`config.mk`:
```
export PLATFORM = sky130hd
export DESIGN_NAME = fade_in_out_envelope
export DESIGN_NICKNAME = d
export VERILOG_FILES = /design/src/rtl/fioe_pkg.sv /design/src/rtl/fade_in_out_envelope.sv /design/src/rtl/fioe_sequencer.sv /design/src/rtl/fioe_datapath.sv
export SDC_FILE = /design/constraint.sdc
export NUM_CORES = 2
export LEC_CHECK = 0
export BUFFER_PORTS_ARGS = -buffer_cell sky130_fd_sc_hd__buf_4
export CAP_MARGIN = 30
export CELL_PAD_IN_SITES_DETAIL_PLACEMENT = 1
export CELL_PAD_IN_SITES_GLOBAL_PLACEMENT = 1
export CORE_MARGIN = 2
export CORE_UTILIZATION = 50
export CTS_BUF_LIST = sky130_fd_sc_hd__clkbuf_16
export DETAILED_ROUTE_END_ITERATION = 10
export PLACE_DENSITY_LB_ADDON = 0.1
export SYNTH_ARGS = -nofsm -noshare
export SYNTH_HDL_FRONTEND = slang
export SYNTH_HIERARCHICAL = 1
export SYNTH_SLANG_ARGS = --single-unit
```
`constraint.sdc`:
```
create_clock -name clk -period 19.6 [get_ports clk]
set_input_delay 3.92 -clock clk [delete_from_list [all_inputs] [get_ports clk]]
set_output_delay 3.92 -clock clk [all_outputs]
set_load 0.02 [all_outputs]
```
`src/rtl/fioe_pkg.sv`:
```
// Shared types, constants and the microcode table of the fade-in/out envelope.
// Used by the sequencer, the datapath and the top level; depends on nothing.
`timescale 1ns / 1ps

package fioe_pkg;

    localparam int PC_BITS = 5;
    typedef logic [PC_BITS-1:0] pc_t;

    localparam logic [16:0] ONE_Q16      = 17'h10000;
    localparam logic [31:0] FRAME_NONE   = 32'hFFFF_FFFF;
    localparam logic [15:0] SHADOW_RESET = 16'hFFFF;
    localparam logic        OP_ARM       = 1'b0;

    localparam logic [2:0] REG_RISE     = 3'd0;
    localparam logic [2:0] REG_FALL     = 3'd1;
    localparam logic [2:0] REG_MODE     = 3'd2;
    localparam logic [2:0] REG_RANGE    = 3'd3;
    localparam logic [2:0] REG_MIN      = 3'd4;
    localparam logic [2:0] REG_AMBIENT  = 3'd5;
    localparam logic [2:0] REG_DIFFUSE  = 3'd6;
    localparam logic [2:0] REG_SHADOW   = 3'd7;

    typedef enum logic [2:0] {
        UOP_NOP,
        UOP_ARM,
        UOP_COUNT,
        UOP_DIV,
        UOP_LEVEL
    } uop_t;

    typedef enum logic [2:0] {
        COND_NEVER,
        COND_ARM,
        COND_SKIP,
        COND_END,
        COND_KNOWN,
        COND_DIV_MORE
    } cond_t;

    typedef enum logic [2:0] {
        SRC_RANGE,
        SRC_AMB_R,
        SRC_AMB_G,
        SRC_AMB_B,
        SRC_DIF_R,
        SRC_DIF_G,
        SRC_DIF_B,
        SRC_SHADOW
    } src_t;

    typedef enum logic [3:0] {
        DST_NONE,
        DST_RANGE,
        DST_AMB_R,
        DST_AMB_G,
        DST_AMB_B,
        DST_DIF_R,
        DST_DIF_G,
        DST_DIF_B,
        DST_SHADOW
    } dst_t;

    typedef struct packed {
        uop_t uop;
        src_t src;
        dst_t dst;
        logic emit;
        logic changed;
    } ctl_t;

    typedef struct packed {
        cond_t cond;
        pc_t   target;
        ctl_t  ctl;
    } uword_t;

    typedef struct packed {
        logic arm;
        logic skip;
        logic fin;
        logic known;
        logic div_more;
    } stat_t;

    typedef struct packed {
        logic        running;
        logic [16:0] level;
        logic [15:0] range_now;
        logic [15:0] amb_red;
        logic [15:0] amb_green;
        logic [15:0] amb_blue;
        logic [15:0] dif_red;
        logic [15:0] dif_green;
        logic [15:0] dif_blue;
        logic [15:0] shadow_now;
    } levels_t;

    localparam pc_t PC_DIV   = 5'd5;
    localparam pc_t PC_LEVEL = 5'd6;
    localparam pc_t PC_ARM   = 5'd16;
    localparam pc_t PC_NOCHG = 5'd17;

    function automatic uword_t mk(cond_t cond, pc_t target, uop_t uop, src_t src,
                                  dst_t dst, logic emit, logic changed);
        uword_t w;
        w.cond        = cond;
        w.target      = target;
        w.ctl.uop     = uop;
        w.ctl.src     = src;
        w.ctl.dst     = dst;
        w.ctl.emit    = emit;
        w.ctl.changed = changed;
        return w;
    endfunction

    // The program: dispatch, counter update, serial divide, eight multiply passes.
    function automatic uword_t ucode(pc_t pc);
        uword_t w;
        unique case (pc)
            5'd0:  w = mk(COND_ARM,      PC_ARM,   UOP_NOP,   SRC_RANGE,  DST_NONE,   1'b0, 1'b0);
            5'd1:  w = mk(COND_SKIP,     PC_NOCHG, UOP_NOP,   SRC_RANGE,  DST_NONE,   1'b0, 1'b0);
            5'd2:  w = mk(COND_NEVER,    '0,       UOP_COUNT, SRC_RANGE,  DST_NONE,   1'b0, 1'b0);
            5'd3:  w = mk(COND_END,      PC_NOCHG, UOP_NOP,   SRC_RANGE,  DST_NONE,   1'b0, 1'b0);
            5'd4:  w = mk(COND_KNOWN,    PC_LEVEL, UOP_NOP,   SRC_RANGE,  DST_NONE,   1'b0, 1'b0);
            5'd5:  w = mk(COND_DIV_MORE, PC_DIV,   UOP_DIV,   SRC_RANGE,  DST_NONE,   1'b0, 1'b0);
            5'd6:  w = mk(COND_NEVER,    '0,       UOP_LEVEL, SRC_RANGE,  DST_NONE,   1'b0, 1'b0);
            5'd7:  w = mk(COND_NEVER,    '0,       UOP_NOP,   SRC_AMB_R,  DST_RANGE,  1'b0, 1'b0);
            5'd8:  w = mk(COND_NEVER,    '0,       UOP_NOP,   SRC_AMB_G,  DST_AMB_R,  1'b0, 1'b0);
            5'd9:  w = mk(COND_NEVER,    '0,       UOP_NOP,   SRC_AMB_B,  DST_AMB_G,  1'b0, 1'b0);
            5'd10: w = mk(COND_NEVER,    '0,       UOP_NOP,   SRC_DIF_R,  DST_AMB_B,  1'b0, 1'b0);
            5'd11: w = mk(COND_NEVER,    '0,       UOP_NOP,   SRC_DIF_G,  DST_DIF_R,  1'b0, 1'b0);
            5'd12: w = mk(COND_NEVER,    '0,       UOP_NOP,   SRC_DIF_B,  DST_DIF_G,  1'b0, 1'b0);
            5'd13: w = mk(COND_NEVER,    '0,       UOP_NOP,   SRC_SHADOW, DST_DIF_B,  1'b0, 1'b0);
            5'd14: w = mk(COND_NEVER,    '0,       UOP_NOP,   SRC_RANGE,  DST_SHADOW, 1'b0, 1'b0);
            5'd15: w = mk(COND_NEVER,    '0,       UOP_NOP,   SRC_RANGE,  DST_NONE,   1'b1, 1'b1);
            5'd16: w = mk(COND_NEVER,    '0,       UOP_ARM,   SRC_RANGE,  DST_NONE,   1'b0, 1'b0);
            default: w = mk(COND_NEVER,  '0,       UOP_NOP,   SRC_RANGE,  DST_NONE,   1'b1, 1'b0);
        endcase
        return w;
    endfunction

endpackage

```
`src/rtl/fade_in_out_envelope.sv`:
```
// Top level of the fade-in/out envelope: stream channels, output register, assertions.
// Depends on fioe_pkg, fioe_sequencer and fioe_datapath.
//
// Usage: registers are written through cfg_we/cfg_index/cfg_data while the block is idle.
// Each item on the s_ side is either an arm command (tuser 0) or a frame tick (tuser 1);
// every item gives exactly one result item on the m_ side with the held envelope levels.
// The block works on one item at a time; s_tready is high whenever no item is in work.
// An arm loads the counters and then emits; a disabled tick or a repeated logic frame
// emits without further work; the tick that ends the decay stops after the counter update;
// a tick whose factor is settled without a divide makes the eight passes through the
// single shared 16x17 multiplier; a tick that divides first runs the 16-step restoring
// divider and then makes those passes.
// After reset the block is disabled, the level is one and shadow strength is full;
// a tick before the first arm returns the held values with changed low.
// When the receiver stalls, a finished result waits in the output register and the
// sequencer holds on its final step until the register frees; no result is dropped.
`timescale 1ns / 1ps

module fade_in_out_envelope
    import fioe_pkg::*;
#(
    parameter int COUNT_BITS = 16
)
(
    input  logic         clk,
    input  logic         rst_n,
    input  logic         s_tvalid,
    output logic         s_tready,
    input  logic [39:0]  s_tdata,   // frame_number[31:0], frame_known[32], zero fill
    input  logic         s_tuser,   // op
    output logic         m_tvalid,
    input  logic         m_tready,
    output logic [151:0] m_tdata,   // level, range_now, amb_red, amb_green, amb_blue,
                                    // dif_red, dif_green, dif_blue, shadow_now, zero fill
    output logic [1:0]   m_tuser,   // active, changed
    input  logic         cfg_we,
    input  logic [2:0]   cfg_index,
    input  logic [47:0]  cfg_data
);

    logic           start;
    logic           out_free;
    logic           emit_fire;
    logic           busy;
    ctl_t           ctl;
    stat_t          stat;
    levels_t        lv;
    logic           out_valid_reg;
    logic [151:0]   out_data_reg;
    logic [1:0]     out_user_reg;

    assign s_tready = !busy;
    assign start    = s_tvalid && s_tready;
    assign out_free = !out_valid_reg || m_tready;

    fioe_sequencer u_seq (
        .clk       (clk),
        .rst_n     (rst_n),
        .start     (start),
        .out_free  (out_free),
        .stat      (stat),
        .ctl       (ctl),
        .emit_fire (emit_fire),
        .busy      (busy)
    );

    fioe_datapath #(
        .COUNT_BITS (COUNT_BITS)
    ) u_dp (
        .clk       (clk),
        .rst_n     (rst_n),
        .cfg_we    (cfg_we),
        .cfg_index (cfg_index),
        .cfg_data  (cfg_data),
        .start     (start),
        .in_op     (s_tuser),
        .in_frame  (s_tdata[31:0]),
        .in_known  (s_tdata[32]),
        .ctl       (ctl),
        .stat      (stat),
        .lv        (lv)
    );

    always_ff @(posedge clk or negedge rst_n)
    begin
        if (!rst_n)
        begin
            out_valid_reg <= 1'b0;
        end
        else if (emit_fire)
        begin
            out_valid_reg <= 1'b1;
        end
        else if (m_tready)
        begin
            out_valid_reg <= 1'b0;
        end
    end

    always_ff @(posedge clk)
    begin
        if (emit_fire)
        begin
            out_data_reg <= {7'b0, lv.shadow_now, lv.dif_blue, lv.dif_green, lv.dif_red,
                             lv.amb_blue, lv.amb_green, lv.amb_red, lv.range_now, lv.level};
            out_user_reg <= {ctl.changed, lv.running};
        end
    end

    assign m_tvalid = out_valid_reg;
    assign m_tdata  = out_data_reg;
    assign m_tuser  = out_user_reg;

    a_busy_after_accept: assert property (@(posedge clk) disable iff (!rst_n)
        (s_tvalid && s_tready) |=> !s_tready)
        else $error("input accepted while an item was still in work");

    a_result_from_work: assert property (@(posedge clk) disable iff (!rst_n)
        $rose(m_tvalid) |-> $past(busy))
        else $error("result appeared without an item in work");

    a_changed_means_active: assert property (@(posedge clk) disable iff (!rst_n)
        (m_tvalid && m_tuser[1]) |-> m_tuser[0])
        else $error("recomputed result reports a disabled block");

endmodule

```
`src/rtl/fioe_sequencer.sv`:
```
// Microcode sequencer: step counter, control store lookup and conditional jumps.
// Depends on fioe_pkg for the control word layout and the program table.
`timescale 1ns / 1ps

module fioe_sequencer
    import fioe_pkg::*;
(
    input  logic  clk,
    input  logic  rst_n,
    input  logic  start,
    input  logic  out_free,
    input  stat_t stat,
    output ctl_t  ctl,
    output logic  emit_fire,
    output logic  busy
);

    logic   busy_reg;
    logic   busy_next;
    pc_t    pc_reg;
    pc_t    pc_next;
    uword_t uw;
    logic   take;

    assign uw = ucode(pc_reg);

    always_comb
    begin
        case (uw.cond)
            COND_ARM:      take = stat.arm;
            COND_SKIP:     take = stat.skip;
            COND_END:      take = stat.fin;
            COND_KNOWN:    take = stat.known;
            COND_DIV_MORE: take = stat.div_more;
            default:       take = 1'b0;
        endcase
    end

    always_comb
    begin
        busy_next = busy_reg;
        pc_next   = pc_reg;
        if (!busy_reg)
        begin
            if (start)
            begin
                busy_next = 1'b1;
                pc_next   = '0;
            end
        end
        else if (uw.ctl.emit)
        begin
            if (out_free)
            begin
                busy_next = 1'b0;
                pc_next   = '0;
            end
        end
        else
        begin
            pc_next = take ? uw.target : pc_reg + 1'b1;
        end
    end

    always_ff @(posedge clk or negedge rst_n)
    begin
        if (!rst_n)
        begin
            busy_reg <= 1'b0;
            pc_reg   <= '0;
        end
        else
        begin
            busy_reg <= busy_next;
            pc_reg   <= pc_next;
        end
    end

    assign ctl       = busy_reg ? uw.ctl : ctl_t'('0);
    assign emit_fire = busy_reg && uw.ctl.emit && out_free;
    assign busy      = busy_reg;

endmodule

```
`src/rtl/fioe_datapath.sv`:
```
// Envelope datapath: configuration registers, counters, serial divider and shared multiplier.
// Depends on fioe_pkg; steered each cycle by the control word of fioe_sequencer.
`timescale 1ns / 1ps

module fioe_datapath
    import fioe_pkg::*;
#(
    parameter int COUNT_BITS = 16
)
(
    input  logic        clk,
    input  logic        rst_n,
    input  logic        cfg_we,
    input  logic [2:0]  cfg_index,
    input  logic [47:0] cfg_data,
    input  logic        start,
    input  logic        in_op,
    input  logic [31:0] in_frame,
    input  logic        in_known,
    input  ctl_t        ctl,
    output stat_t       stat,
    output levels_t     lv
);

    localparam int W = (COUNT_BITS > 16) ? COUNT_BITS : 16;

    logic [15:0] rise_frames_reg;
    logic [15:0] fall_frames_reg;
    logic [2:0]  mode_reg;
    logic [15:0] full_range_reg;
    logic [15:0] min_range_reg;
    logic [47:0] full_ambient_reg;
    logic [47:0] full_diffuse_reg;
    logic [15:0] full_shadow_reg;

    logic                  running_reg;
    logic [COUNT_BITS-1:0] rise_left_reg;
    logic [COUNT_BITS-1:0] fall_left_reg;
    logic [31:0]           last_frame_reg;
    logic [16:0]           level_reg;
    logic [15:0]           range_reg;
    logic [47:0]           ambient_reg;
    logic [47:0]           diffuse_reg;
    logic [15:0]           shadow_reg;
    logic                  known_f_reg;
    logic                  fin_reg;

    logic        op_reg;
    logic [31:0] frame_reg;
    logic        known_reg;
    logic [16:0] fac_reg;
    logic [15:0] rem_reg;
    logic [15:0] den_reg;
    logic [3:0]  cnt_reg;
    logic [15:0] prod_reg;

    logic                  gate_hit;
    logic                  rise_case;
    logic [W-1:0]          rf_w;
    logic [W-1:0]          ff_w;
    logic [COUNT_BITS-1:0] nl;
    logic [COUNT_BITS-1:0] nf;
    logic [W-1:0]          nl_w;
    logic [W-1:0]          nf_w;
    logic [W-1:0]          diff_w;
    logic [16:0]           c_fac;
    logic                  c_known;
    logic                  c_fin;
    logic [15:0]           c_rem;
    logic [15:0]           c_den;
    logic [16:0]           rem2;
    logic [16:0]           rem_sub;
    logic                  ge;
    logic [15:0]           mul_v;
    logic [32:0]           mul_full;

    assign gate_hit  = mode_reg[2] && known_reg;
    assign rise_case = (rise_left_reg != '0) && (rise_frames_reg != '0);
    assign rf_w      = W'(rise_frames_reg);
    assign ff_w      = W'(fall_frames_reg);
    assign nl        = rise_left_reg - 1'b1;
    assign nf        = fall_left_reg - 1'b1;
    assign nl_w      = W'(nl);
    assign nf_w      = W'(nf);
    assign diff_w    = rf_w - nl_w;

    // Factor setup: either the factor is settled here, or the ratio goes to the divider.
    always_comb
    begin
        c_known = 1'b1;
        c_fin   = 1'b0;
        c_fac   = ONE_Q16;
        c_rem   = diff_w[15:0];
        c_den   = rise_frames_reg;
        if (rise_case)
        begin
            if (rf_w >= nl_w)
            begin
                if (nl != '0)
                begin
                    c_fac   = '0;
                    c_known = 1'b0;
                end
            end
            else
            begin
                c_fac = '0;
            end
        end
        else if (fall_frames_reg != '0)
        begin
            c_rem = nf_w[15:0];
            c_den = fall_frames_reg;
            if (nf == '0)
            begin
                c_fin = 1'b1;
            end
            else if (nf_w < ff_w)
            begin
                c_fac   = '0;
                c_known = 1'b0;
            end
        end
    end

    assign rem2    = {rem_reg, 1'b0};
    assign rem_sub = rem2 - {1'b0, den_reg};
    assign ge      = rem2 >= {1'b0, den_reg};

    always_comb
    begin
        case (ctl.src)
            SRC_RANGE:  mul_v = full_range_reg;
            SRC_AMB_R:  mul_v = full_ambient_reg[47:32];
            SRC_AMB_G:  mul_v = full_ambient_reg[31:16];
            SRC_AMB_B:  mul_v = full_ambient_reg[15:0];
            SRC_DIF_R:  mul_v = full_diffuse_reg[47:32];
            SRC_DIF_G:  mul_v = full_diffuse_reg[31:16];
            SRC_DIF_B:  mul_v = full_diffuse_reg[15:0];
            SRC_SHADOW: mul_v = full_shadow_reg;
            default:    mul_v = '0;
        endcase
    end

    assign mul_full = 33'(mul_v) * 33'(fac_reg);

    always_ff @(posedge clk or negedge rst_n)
    begin
        if (!rst_n)
        begin
            rise_frames_reg  <= '0;
            fall_frames_reg  <= '0;
            mode_reg         <= '0;
            full_range_reg   <= '0;
            min_range_reg    <= '0;
            full_ambient_reg <= '0;
            full_diffuse_reg <= '0;
            full_shadow_reg  <= SHADOW_RESET;
            running_reg      <= 1'b0;
            rise_left_reg    <= '0;
            fall_left_reg    <= '0;
            last_frame_reg   <= FRAME_NONE;
            level_reg        <= ONE_Q16;
            range_reg        <= '0;
            ambient_reg      <= '0;
            diffuse_reg      <= '0;
            shadow_reg       <= SHADOW_RESET;
            known_f_reg      <= 1'b1;
            fin_reg          <= 1'b0;
        end
        else
        begin
            if (cfg_we)
            begin
                unique case (cfg_index)
                    REG_RISE:    rise_frames_reg  <= cfg_data[15:0];
                    REG_FALL:    fall_frames_reg  <= cfg_data[15:0];
                    REG_MODE:    mode_reg         <= cfg_data[2:0];
                    REG_RANGE:   full_range_reg   <= cfg_data[15:0];
                    REG_MIN:     min_range_reg    <= cfg_data[15:0];
                    REG_AMBIENT: full_ambient_reg <= cfg_data;
                    REG_DIFFUSE: full_diffuse_reg <= cfg_data;
                    REG_SHADOW:  full_shadow_reg  <= cfg_data[15:0];
                endcase
            end

            unique case (ctl.uop)
                UOP_ARM:
                begin
                    rise_left_reg  <= rf_w[COUNT_BITS-1:0];
                    fall_left_reg  <= ff_w[COUNT_BITS-1:0];
                    last_frame_reg <= FRAME_NONE;
                    running_reg    <= 1'b1;
                end
                UOP_COUNT:
                begin
                    if (gate_hit)
                    begin
                        last_frame_reg <= frame_reg;
                    end
                    if (rise_case)
                    begin
                        rise_left_reg <= nl;
                    end
                    else if (fall_frames_reg != '0)
                    begin
                        fall_left_reg <= nf;
                    end
                    if (c_fin)
                    begin
                        running_reg <= 1'b0;
                    end
                    known_f_reg <= c_known;
                    fin_reg     <= c_fin;
                end
                UOP_LEVEL:
                begin
                    level_reg <= fac_reg;
                end
                default:
                begin
                end
            endcase

            unique case (ctl.dst)
                DST_RANGE:
                begin
                    if (mode_reg[0])
                    begin
                        range_reg <= (prod_reg < min_range_reg) ? min_range_reg : prod_reg;
                    end
                end
                DST_AMB_R:  if (mode_reg[1]) ambient_reg[47:32] <= prod_reg;
                DST_AMB_G:  if (mode_reg[1]) ambient_reg[31:16] <= prod_reg;
                DST_AMB_B:  if (mode_reg[1]) ambient_reg[15:0]  <= prod_reg;
                DST_DIF_R:  if (mode_reg[1]) diffuse_reg[47:32] <= prod_reg;
                DST_DIF_G:  if (mode_reg[1]) diffuse_reg[31:16] <= prod_reg;
                DST_DIF_B:  if (mode_reg[1]) diffuse_reg[15:0]  <= prod_reg;
                DST_SHADOW: if (mode_reg[1]) shadow_reg         <= prod_reg;
                default:
                begin
                end
            endcase
        end
    end

    // Input capture, restoring divider (one quotient bit per step, shifted into the factor) and product register.
    always_ff @(posedge clk)
    begin
        if (start)
        begin
            op_reg    <= in_op;
            frame_reg <= in_frame;
            known_reg <= in_known;
        end
        if (ctl.uop == UOP_COUNT)
        begin
            fac_reg <= c_fac;
            rem_reg <= c_rem;
            den_reg <= c_den;
            cnt_reg <= 4'hF;
        end
        else if (ctl.uop == UOP_DIV)
        begin
            rem_reg <= ge ? rem_sub[15:0] : rem2[15:0];
            fac_reg <= {fac_reg[15:0], ge};
            cnt_reg <= cnt_reg - 1'b1;
        end
        prod_reg <= mul_full[31:16];
    end

    assign stat.arm      = (op_reg == OP_ARM);
    assign stat.skip     = !running_reg || (gate_hit && (frame_reg == last_frame_reg));
    assign stat.fin      = fin_reg;
    assign stat.known    = known_f_reg;
    assign stat.div_more = (cnt_reg != '0);

    assign lv.running    = running_reg;
    assign lv.level      = level_reg;
    assign lv.range_now  = range_reg;
    assign lv.amb_red    = ambient_reg[47:32];
    assign lv.amb_green  = ambient_reg[31:16];
    assign lv.amb_blue   = ambient_reg[15:0];
    assign lv.dif_red    = diffuse_reg[47:32];
    assign lv.dif_green  = diffuse_reg[31:16];
    assign lv.dif_blue   = diffuse_reg[15:0];
    assign lv.shadow_now = shadow_reg;

endmodule
```
Word-level counts from Yosys, hierarchy flattened:

Memory sizes are Yosys's and may differ from the RTL's.
Index checks and enable logic that the tools add are counted.

* output and inout port bits: 156
* input port bits: 97
* memory bits (read-only): 608
* memories: 1
* flip-flop bits (word level): 648
* word-level logic and storage cells: 180

* reductions and logical operators: 44
* mux-type cells: 48
* multipliers: 1
* add/sub/neg operators: 6
* bitwise logic cells: 1
* equality and inequality tests: 38
* magnitude comparators: 4

Memory list
* (no name shown): words 32, bits a word 19, rd ports 1, clocked after memory_dff 0, write ports 0, line fioe_pkg.sv:120 `unique case (pc)`

Operator list (count)
* $mux W16: 11
* $mux W17: 8
* $pmux W16 S8: 1
* $pmux W16 S2: 2
* $pmux W32 S2: 1
* $reduce_bool A16 Y1: 4
* $reduce_and A2 Y1: 20
* $eq A3 B3 Y1 const B: 11
* $eq A32 B32 Y1: 1
* $lt A16 B16 Y1: 2
* $mul A16 B17 Y32: 1
* $mux W32: 1
* $sub A16 B1 Y16 const B: 2
* $sub A16 B16 Y16: 2
* $mux W5: 5
* $eq A3 B2 Y1 const B: 8
* $ge A17 B16 Y1: 1
* $eq A4 B3 Y1 const B: 4
* $ge A16 B16 Y1: 1
* $logic_not A16 Y1: 1
* $mux W1: 16
* $eq A3 B1 Y1 const B: 4
* $mux W12: 1
* $eq A4 B2 Y1 const B: 2
* other kinds (17): 32

Longest topological paths before layout:

* depth after elaboration: 7
* depth in mapped cells: 38

By module:

The synthesis kept the hierarchy.

By module, submodules not included
* fioe_datapath: times used 1, area each 31625.3 um2, cells an instance 2960, sequential area each 12759.7 um2
* fade_in_out_envelope: times used 1, area each 4528.1 um2, cells an instance 160, sequential area each 4439.3 um2
* fioe_sequencer: times used 1, area each 716.9 um2, cells an instance 86, sequential area each 150.1 um2

Worst setup path before layout:

No wires, ideal clock.

* kind: reg2reg
* from: register u_seq.pc_reg[1]
* to: register u_dp.prod_reg[15]
* data required time: 19479 ps
* arrival: 8561 ps
* path slack: 10918 ps
* cell stages (with the launch flop): 36
* library setup time: 121 ps
* path through: dfrtp_1 > inv_1 > ha_1 > nand2_1 > nand3_1 > o211a_1 > buf_4 > buf_6 > buf_2 > buf_1 > clkbuf_1 > nand3_1 > o21ai_0 > a221oi_1 > nor2_1 > clkbuf_1 > nand2_1 > fa_1 > fa_1 > inv_1 > fa_1 > fa_1 > fa_1 > inv_1 > fa_1 > inv_1 > ha_1 > a21oi_1 > a21boi_0 > a311oi_1 > o211ai_1 > a221o_1 > o31a_1 > a311oi_2 > o21ba_1 > xnor2_1

RTL lines
* start: declaration: line fioe_sequencer.sv:20 `pc_t pc_reg;`
* start signal: assignment: line fioe_sequencer.sv:75 `pc_reg <= pc_next;`
* end signal: assignment: line fioe_datapath.sv:269 `prod_reg <= mul_full[31:16];`
* end: declaration: line fioe_datapath.sv:55 `logic [15:0] prod_reg;`

Final worst setup path:

* from: register u_seq.pc_reg[1]
* to: register u_dp.prod_reg[15]

* cells in the longest elaborated chain, start to end: 5
* elaborated cells between the ends (all ways): 12
* classes of those cells: mul (1); eq/ne (7); mux (2); reduce/logical (1); memory (1)

Ends and longest elaborated chain
* $mem_v2 Z32 W19 (*)
* $mux W12 (*): line fioe_sequencer.sv:79 `assign ctl = busy_reg ? uw.ctl : ctl_t'('0);`
* $eq A3 B3 Y1 (tied with other cells): line fioe_datapath.sv:132 `case (ctl.src)`
* $pmux W16 S8 (*): line fioe_datapath.sv:132
* $mul A16 B17 Y32 (*): line fioe_datapath.sv:145 `assign mul_full = 33'(mul_v) * 33'(fac_reg);`
* named net u_dp.mul_full[31]: line fioe_datapath.sv:75 `logic [32:0] mul_full;`

Mark *: on every way through the listed nets, which the timed path passes. The rest lies on a longest branch.
A chain may end at the register's enable or synchronous reset.

==> flow_summary.ini <==
[final_layout]
drive_above_1_share = 0.225
largest_reg_flops = 145
final_util = 0.577
area_growth_pct = 14.1
final_area_um2 = 42100
multi_input_area_um2 = 17700
fillers = 7534
seqCellArea_um2 = 17300
nets = 3902

[worst_hold_path]
min_path_type = reg2reg
holdPathStages = 0

[timing]
fin_crit_ps = 10190
rsz0062_at_grt = no
tightest_slew_ps = 1010
fmax_mhz = 98.1
tns_ps = 0
setup_viol = 0
hold_viol = 0
slew_headroom = 0.324
finalMaxSlewViolations = 0
period_share = 0.520
fin_skew_ps = 39.7

[worst_setup_path]
worstPathArrival_ps = 10720
critical_path_class = reg2reg
critPathSlowestCell = nor2b_1
crit_buf_inv = 7
crit_family = compound AO/OA/AOI/OAI gates
ff2ff_path_depth = 32
worstPathRequired_ps = 20130
crit_cells = 32
cp-start-kind = flop
critical_path_peak_fanout = 22
cpPeakStageDelay_ps = 820
critPathCaptureType = flop

[synthesis]
synth_seq_cells = 648
synth_flop_cell = dfrtp_1
ys_warn_count = 6
syn_area_um2 = 36900
synth_edf_count = 230
postSynthCellCount = 3206
avgSynthCellArea_um2 = 11.5
postSynth.asyncResetShare = 0.614
synthDistinctLibCells = 95
yosysSeqAreaShare = 0.471

[routing]
route.detailed.drc = 0
ant_nets = 0
dr.first_iter.drc_count = 1403
drt_pass1_iterations = 7
totalWireLength_mm = 104
wl_per_cell_um = 23.3
routed_via_density = 5.68
route.vias.total = 25200

[placed_design]
port_buffers = 238
routabilityCongestion = 0.864
dpl_cell_area_um2 = 39800
dpl.hpwl_mm = 72.5

[grt]
busiest_layer = met2
grt_use_met3 = 0.0388
grt_first_pass_wirelength_mm = 162
overflow = 0
grt.total_usage = 0.278
grt_max_degree = 112
antenna_found_initial = 3
grt_pass1_vias = 28000
met1_usage = 0.359
grt_use_met2 = 0.474

[cts]
clk_pin_slew_worst_paths_ps = 70
cts_setup_buffers = 0
cts_made_buffers = 70
cts_resized = 0
clockBufferDepth = 3
cts_tree = yes
clkSinkCount = 648
clk_latency_ps = 630
hold_buffers = 0
htreeDepth = 3
root_buffer = clkbuf_16

[floorplan]
io_pins = 253
die_area_um2 = 75900
die_w_um = 276
start_util = 0.505
coreArea_um2 = 73000
fp-row-count = 99
die_h_um = 276

[flow_run]
maxCapViolCount = 0

[run_status]
status = finished, final reports clean
cell type report:
class                      instances  area share
tap                              959      0.0285
multi-input combinational       2068       0.421
clock buffer                      71      0.0422
sequential                       648       0.412
clock inverter                    56      0.0111
inverter                         344      0.0307
timing repair buffer             290      0.0546
antenna                            1   0.0000595
cells in the mapped netlist (66+ instances only):
cell / n / share of area
mux2_2: 281 / 0.086
nand2_1: 278 / 0.028
and2_1: 142 / 0.024
nor2_1: 183 / 0.019
ha_1: 175 / 0.059
clkbuf_1: 116 / 0.012
fa_1: 208 / 0.11
dfstp_2: 66 / 0.047
nor3_1: 72 / 0.0098
a21oi_1: 108 / 0.015
edfxtp_1: 230 / 0.19
xnor2_1: 66 / 0.016
inv_1: 342 / 0.035
dfrtp_1: 332 / 0.23
o21ai_0: 96 / 0.013
stage by stage:
step | cells | setup slack [ps] | hold slack, ps
global route | 4436 | 8990 | 454
CTS | 4434 | 9540 | 440
floorplan | 3212 | 10920 | 419
finish | 4437 | 9410 | 431
global placement | 4301 | 9720 | 425
detailed placement | 4307 | 9630 | 432
cell families (layout without fill, tap and decap cells):
group,count (synthesis),in the layout,synth area share
and+or+nand+nor,839,839,0.110
DFF,648,648,0.471
buffers and inverters,496,761,0.0524
AOI/OAI and AO/OA,424,424,0.0744
adders and majority gates,383,383,0.172
muxes,311,311,0.0955
xor gates and xnor gates,104,104,0.0247
other,1,8,0.000102
worst reg2reg max path: cells and delay by family, from the launching register on:
| kind | cells | cell delay, ps |
|---|---|---|
| DFF | 1 | 460 |
| buffers and inverters | 7 | 800 |
| xor gates and xnor gates | 1 | 110 |
| adders and majority gates | 8 | 3510 |
| and+or+nand+nor | 4 | 1300 |
| AOI/OAI and AO/OA | 12 | 3930 |
layout by cell type, fill, tap and decap left out, drive strengths merged, types with 31 or more instances in the layout:
master,count
xnor2,66
a21oi,108
nor3,72
fa,208
mux2,283
edfxtp,230
nor2,184
clkbuf,71
inv,362
nand2,278
clkinv,33
and2,143
a211oi,31
buf,290
o21ai,125
xor2,38
ha,175
dfstp,66
dfrtp,332
metal layers:
layer	vias up	wire, um
li1	11300	-
met1	13200	43500
met2	557	51400
met3	179	4720
met4	2	3920
met5	-	13
final timing paths:
kind                                                start                                     to  slack [ps]
setup / recovery              u_seq/pc_reg[1]$_DFFE_PN0P_              u_dp/prod_reg[15]$_DFF_P_        9410
hold / removal             u_dp/range_reg[12]$_DFFE_PN0P_                  m_tdata[29]$_DFFE_PP_         430
setup reg to reg              u_seq/pc_reg[1]$_DFFE_PN0P_              u_dp/prod_reg[15]$_DFF_P_        9410
hold reg to reg            u_dp/range_reg[12]$_DFFE_PN0P_                  m_tdata[29]$_DFFE_PP_         430
max in group asynchronous                           rst_n        u_dp/shadow_reg[13]$_DFFE_PN1P_       14500
min in group asynchronous                           rst_n  u_dp/full_diffuse_reg[45]$_DFFE_PN0P_        3370
Power is not shown: default switching activity piles up to over one toggle a cycle in this logic, so the estimate is an artifact.
